### config.mk
export PLATFORM = sky130hd
export DESIGN_NAME = csrmv_accum
export DESIGN_NICKNAME = d
export VERILOG_FILES = /design/src/rtl/csrmv_pkg.sv /design/src/rtl/csrmv_accum.sv
export SDC_FILE = /design/constraint.sdc
export NUM_CORES = 1
export LEC_CHECK = 0
export BUFFER_PORTS_ARGS = -buffer_cell sky130_fd_sc_hd__buf_2
export CORE_MARGIN = 4
export CORE_UTILIZATION = 25
export CTS_CLUSTER_DIAMETER = 120
export CTS_CLUSTER_SIZE = 30
export DETAILED_ROUTE_END_ITERATION = 8
export GPL_TIMING_DRIVEN = 0
export RECOVER_POWER = 25
export SYNTH_ARGS = -nofsm -noshare
export SYNTH_HDL_FRONTEND = slang
export SYNTH_SLANG_ARGS = --single-unit
export TNS_END_PERCENT = 50
### constraint.sdc
create_clock -name clk -period 10.12 [get_ports clk]
set_input_delay 0.506 -clock clk [delete_from_list [all_inputs] [get_ports clk]]
set_output_delay 0.506 -clock clk [all_outputs]
set_load 0.05 [all_outputs]
### src/rtl/csrmv_pkg.sv
// Package: widths, request codes and stage control type for the CSR sparse mat-vec block.
`timescale 1ns / 1ps

package csrmv_pkg;

    localparam int VEC_DEPTH  = 1024;
    localparam int VEC_ADDR_W = $clog2(VEC_DEPTH);
    localparam int FRAC_BITS  = 16;

    localparam int IDX_W  = 10;
    localparam int DATA_W = 32;
    localparam int ACC_W  = 64;

    typedef enum logic [1:0] {
        REQ_WRITE = 2'd0,
        REQ_NZ    = 2'd1,
        REQ_EMPTY = 2'd2
    } req_t;

    typedef struct packed {
        logic             valid;
        logic [1:0]       req;
        logic             last;
        logic [IDX_W-1:0] row;
    } stage_ctrl_t;

endpackage

### src/rtl/csrmv_accum.sv
// Accumulate stage: shifts each product to Q16.16, saturating 64-bit sum, result register.
`timescale 1ns / 1ps

module csrmv_accum
(
    input  logic                                    clk,
    input  logic                                    rst_n,
    input  logic                                    en,
    input  csrmv_pkg::stage_ctrl_t                  ctrl,
    input  logic signed [csrmv_pkg::ACC_W-1:0]      prod,
    output logic                                    res_valid,
    output logic [csrmv_pkg::IDX_W-1:0]             res_row,
    output logic signed [csrmv_pkg::DATA_W-1:0]     res_sum
);

    localparam logic signed [csrmv_pkg::ACC_W-1:0] ACC_MAX = {1'b0, {(csrmv_pkg::ACC_W-1){1'b1}}};
    localparam logic signed [csrmv_pkg::ACC_W-1:0] ACC_MIN = {1'b1, {(csrmv_pkg::ACC_W-1){1'b0}}};
    localparam logic signed [csrmv_pkg::ACC_W-1:0] OUT_MAX =
        csrmv_pkg::ACC_W'({1'b0, {(csrmv_pkg::DATA_W-1){1'b1}}});
    localparam logic signed [csrmv_pkg::ACC_W-1:0] OUT_MIN =
        -csrmv_pkg::ACC_W'({1'b1, {(csrmv_pkg::DATA_W-1){1'b0}}});

    logic signed [csrmv_pkg::ACC_W-1:0]  acc_reg;
    logic signed [csrmv_pkg::ACC_W-1:0]  acc_next;
    logic                                res_valid_reg;
    logic                                res_valid_next;
    logic [csrmv_pkg::IDX_W-1:0]         res_row_reg;
    logic [csrmv_pkg::IDX_W-1:0]         res_row_next;
    logic signed [csrmv_pkg::DATA_W-1:0] res_sum_reg;
    logic signed [csrmv_pkg::DATA_W-1:0] res_sum_next;

    logic signed [csrmv_pkg::ACC_W-1:0]  prod_sh;
    logic signed [csrmv_pkg::ACC_W:0]    sum_wide;
    logic signed [csrmv_pkg::ACC_W-1:0]  sum_sat;
    logic signed [csrmv_pkg::DATA_W-1:0] sum_out;

    always_comb
    begin
        prod_sh  = prod >>> csrmv_pkg::FRAC_BITS;
        sum_wide = {acc_reg[csrmv_pkg::ACC_W-1], acc_reg}
                 + {prod_sh[csrmv_pkg::ACC_W-1], prod_sh};
        if (sum_wide[csrmv_pkg::ACC_W] != sum_wide[csrmv_pkg::ACC_W-1])
        begin
            sum_sat = sum_wide[csrmv_pkg::ACC_W] ? ACC_MIN : ACC_MAX;
        end
        else
        begin
            sum_sat = sum_wide[csrmv_pkg::ACC_W-1:0];
        end
        if (sum_sat > OUT_MAX)
        begin
            sum_out = OUT_MAX[csrmv_pkg::DATA_W-1:0];
        end
        else if (sum_sat < OUT_MIN)
        begin
            sum_out = OUT_MIN[csrmv_pkg::DATA_W-1:0];
        end
        else
        begin
            sum_out = sum_sat[csrmv_pkg::DATA_W-1:0];
        end
    end

    always_comb
    begin
        acc_next       = acc_reg;
        res_valid_next = res_valid_reg;
        res_row_next   = res_row_reg;
        res_sum_next   = res_sum_reg;
        if (en)
        begin
            res_valid_next = 1'b0;
            if (ctrl.valid)
            begin
                case (ctrl.req)
                    csrmv_pkg::REQ_NZ:
                    begin
                        if (ctrl.last)
                        begin
                            acc_next       = '0;
                            res_valid_next = 1'b1;
                            res_row_next   = ctrl.row;
                            res_sum_next   = sum_out;
                        end
                        else
                        begin
                            acc_next = sum_sat;
                        end
                    end
                    csrmv_pkg::REQ_EMPTY:
                    begin
                        res_valid_next = 1'b1;
                        res_row_next   = ctrl.row;
                        res_sum_next   = '0;
                    end
                    default:
                    begin
                        res_valid_next = 1'b0;
                    end
                endcase
            end
        end
    end

    always_ff @(posedge clk or negedge rst_n)
    begin
        if (!rst_n)
        begin
            acc_reg       <= '0;
            res_valid_reg <= 1'b0;
        end
        else
        begin
            acc_reg       <= acc_next;
            res_valid_reg <= res_valid_next;
        end
    end

    always_ff @(posedge clk)
    begin
        res_row_reg <= res_row_next;
        res_sum_reg <= res_sum_next;
    end

    assign res_valid = res_valid_reg;
    assign res_row   = res_row_reg;
    assign res_sum   = res_sum_reg;

    a_last_clears_acc: assert property (@(posedge clk) disable iff (!rst_n)
        (en && ctrl.valid && ctrl.req == csrmv_pkg::REQ_NZ && ctrl.last) |=> (acc_reg == '0))
        else $error("accumulator not cleared after row end");

    a_empty_gives_zero: assert property (@(posedge clk) disable iff (!rst_n)
        (en && ctrl.valid && ctrl.req == csrmv_pkg::REQ_EMPTY)
        |=> (res_valid_reg && res_sum_reg == '0))
        else $error("empty row did not give a zero result");

    a_write_no_result: assert property (@(posedge clk) disable iff (!rst_n)
        (en && ctrl.valid && ctrl.req == csrmv_pkg::REQ_WRITE) |=> !res_valid_reg)
        else $error("vector write produced a result");

    a_hold_acc: assert property (@(posedge clk) disable iff (!rst_n)
        !en |=> $stable(acc_reg))
        else $error("accumulator moved while stalled");

endmodule
==> run metrics <==
outcome finished, violations left; violated checks capacitance limit, slew limit; cell with the largest stage delay on the worst path sky130_fd_sc_hd__a2111oi_0; maximum number of pins on one net before global-route repair 39; insertion delay to the later sink of the worst-skew pair 0.38 ns; leakage power 0.00436 µW; period utilization 79.4%; DIE AREA 41,000 µm²; worst clock skew 0.0119 ns; Mean Syn Cell Area 8.12 µm²; number of warning messages in the yosys log 0; class of the most critical setup path flop to flop; EDFF count, synth 42; number of pins with negative max-slew slack in the final report 68; cell types with the largest area share after synthesis sky130_fd_sc_hd__dfrtp_1, sky130_fd_sc_hd__edfxtp_1, sky130_fd_sc_hd__ha_1; Cell variety after synth 78; Max stage delay on crit path 0.92 ns; metal2 WL 16,900 µm; max reg flops 64; cells along the critical path ha_1 > clkbuf_1 > nand4_1 > or2_2 > a2111oi_2 > a31oi_1 > o21ai_1 > a21o_1 > a21oi_1 > o21bai_1 > a21o_1 > xor2_1 > ha_1 > clkbuf_1 > a2111oi_0 > a21boi_0 > mux2i_1 > o211a_1 > nor4_1 > nand4_1 > nor4_1 > o21ai_1 > buf_2 > o211ai_1; highest net fanout along the worst path 10; synthesized area 9470 µm²; Met1 Routed Length 16,600 µm; register bit count reported by yosys 107; GP Congestion 0.968; final routed wirelength across all metal layers 36,800 µm; HP Start ctrl[8]; Post-Synthesis Net Count 1,316; Critical Path AT 8.22 ns; most common cell after layout, fill and taps aside sky130_fd_sc_hd__nand2_1; commonest cells after routing, fill and taps aside sky130_fd_sc_hd__nand2_1, sky130_fd_sc_hd__a21oi_1, sky130_fd_sc_hd__buf_2; site row count 71; post-CTS clock slew at the launch and capture registers of the worst setup and hold paths 0.09 ns; CTS tree built; buffers added on ports 106; Total GRT Usage 17.5%; number of failing hold endpoints at the final stage 0; Seq/Total Area, Yosys 30.5%; number of vias per cell 5.46; Maximum Capacitance Violations 2; Util after Layout 29.3%; number of levels the H-tree was split into 3; hold slack final 0.294 ns; instance count of the mapped netlist 1,166; Finished Layout Cells 1,802; Boundary Pins 124; first-iteration detailed-routing DRC count 931; Critical Path RT 10.31 ns; FF-to-FF Start acc_reg[33]; Wirelength per Cell 20.4 µm; maximum number of buffers from clock root to sink 2; initial core utilization 25.3%; Layout area overhead 16.0%; placed insts 1,785; proportion of netlist area held by the largest area contributor 17.2%; quantity of hold-fixing buffers added after cts 0; final setup violation count 0; Min Clock Period, post-route 8.04 ns; post-route antenna net violation count 0; total number of vias 9,838; uppermost layer routed met4; residual DRC count 0; total congestion overflow 0; number of gates resized after cts 0; commonest register cell after synthesis sky130_fd_sc_hd__dfrtp_1; Worst Hold Class input pin to flop; post-detailed-placement half-perimeter wirelength 29,700 µm; ratio of total power to cell area 366 nW/µm²; share of async-settable or async-resettable flops after synthesis 60.7%; CTS sink cnt 107; Rel. slew slack -47.8%; final-layout setup total negative slack 0 ns; cell taking the most area after synthesis sky130_fd_sc_hd__dfrtp_1; layout cells sized above 1 14.0%; crit path capture type flop; startpoint class of the critical path flop; antenna violations before repair 0; Total Power Consumption 4020 µW; Root Driver sky130_fd_sc_hd__clkbuf_16; Worst Tran Pin Value 2.22 ns; die boundary height 203 µm; setup repair after global routing missed its margin false; vias in the first global route 9,400; Routed met3 length 2180 µm; achievable frequency 0.124 GHz; Post-CTS Setup Inserts 0; worst setup path startpoint acc_reg[33]; DRT Pass-1 Iters 5; first-pass GRT wire length 56,500 µm; final-stage net count 1,435; die width 203 µm; maximum resistive drop on vdd 159 µV; number of CTS-inserted buffers 9; placeable core region 37,500 µm²
-- per-layer routing --
| metal | up-vias | GRT usage, % |
|---|---|---|
| li1 | 4657 | - |
| met4 | 0 | 5.60 |
| met5 | - | 0 |
| met3 | 57 | 2.72 |
| met2 | 388 | 28.8 |
| met1 | 4736 | 23.7 |
-- where the power goes --
| part | total (µW) | internal (µW) | leakage [µW] | switching [µW] |
|---|---|---|---|---|
| clock | 397 | 199 | 0.000148 | 198 |
| sequential | 683 | 618 | 0.00125 | 64.8 |
| combinational | 2940 | 908 | 0.00296 | 2030 |
-- cells in the mapped netlist (15+ instances only) --
cell,n
sky130_fd_sc_hd__nand2_1,147
sky130_fd_sc_hd__a21oi_1,130
sky130_fd_sc_hd__o21ai_0,101
sky130_fd_sc_hd__nor2_1,90
sky130_fd_sc_hd__ha_1,68
sky130_fd_sc_hd__dfrtp_1,65
sky130_fd_sc_hd__clkbuf_1,47
sky130_fd_sc_hd__edfxtp_1,42
sky130_fd_sc_hd__nand4_1,32
sky130_fd_sc_hd__o211ai_1,25
sky130_fd_sc_hd__nor3_1,24
sky130_fd_sc_hd__nand3_1,23
sky130_fd_sc_hd__a21o_1,22
sky130_fd_sc_hd__xnor2_1,22
sky130_fd_sc_hd__xor2_1,20
sky130_fd_sc_hd__buf_2,19
sky130_fd_sc_hd__a211oi_1,18
sky130_fd_sc_hd__a22oi_1,18
sky130_fd_sc_hd__inv_1,18
sky130_fd_sc_hd__o21a_1,17
sky130_fd_sc_hd__o21ai_1,16
sky130_fd_sc_hd__o31ai_1,15
sky130_fd_sc_hd__or3_1,15
-- through the flow --
stage                     area [µm²]  setup slack, ns
after global routing           11000             1.41
final                          11000             2.08
after CTS                      11000             2.19
after floorplan                 9470             4.50
after detailed placement       10700             2.01
after global placement         10600             1.96
-- worst paths after layout --
| check | end | slack, ns | cells past startpoint |
|---|---|---|---|
| worst min register to register | acc_reg[51] | 0.49 | 2 |
| min in group asynchronous | acc_reg[57] | 0.61 | 1 |
| worst max-delay path | res_sum[30] | 2.08 | 24 |
| worst min-delay path | res_row[8] | 0.29 | 1 |
| worst max register to register | res_sum[30] | 2.08 | 24 |
| max in group asynchronous | acc_reg[15] | 6.67 | 2 |
-- area by class of cell --
type,count,area [µm²]
fillers,4121,26500
clock inverters,6,82.6
flip-flops and latches,107,2890
repair buffers,108,553
clock buffers,10,229
well taps,511,639
diodes,1,2.50
multi-input cells,964,6180
inverters,18,67.6
plain buffers,77,338
-- cell families (layout without fill, tap and decap cells) --
logic type,after synthesis,in the layout,synth area share (%)
other,0,1,0
flip-flops,107,107,30.5
multiplexers,13,13,1.48
buffers and inverters,95,219,4.28
AO/OA/AOI/OAI,453,453,31.1
adder cells (fa/ha/maj),69,69,9.20
XOR/XNOR,42,42,3.89
AND/OR/NAND/NOR,387,387,19.5
-- worst max-delay path, delay by kind of cell, from the launching register on --
| kind | cells | cell delay, ns |
|---|---|---|
| flip-flops | 1 | 0.39 |
| AND/OR/NAND/NOR | 5 | 1.81 |
| XOR/XNOR | 1 | 0.16 |
| buffers and inverters | 3 | 0.96 |
| multiplexers | 1 | 0.09 |
| AO/OA/AOI/OAI | 12 | 3.91 |
| adder cells (fa/ha/maj) | 2 | 0.51 |
(Power assumes the default switching activity.)
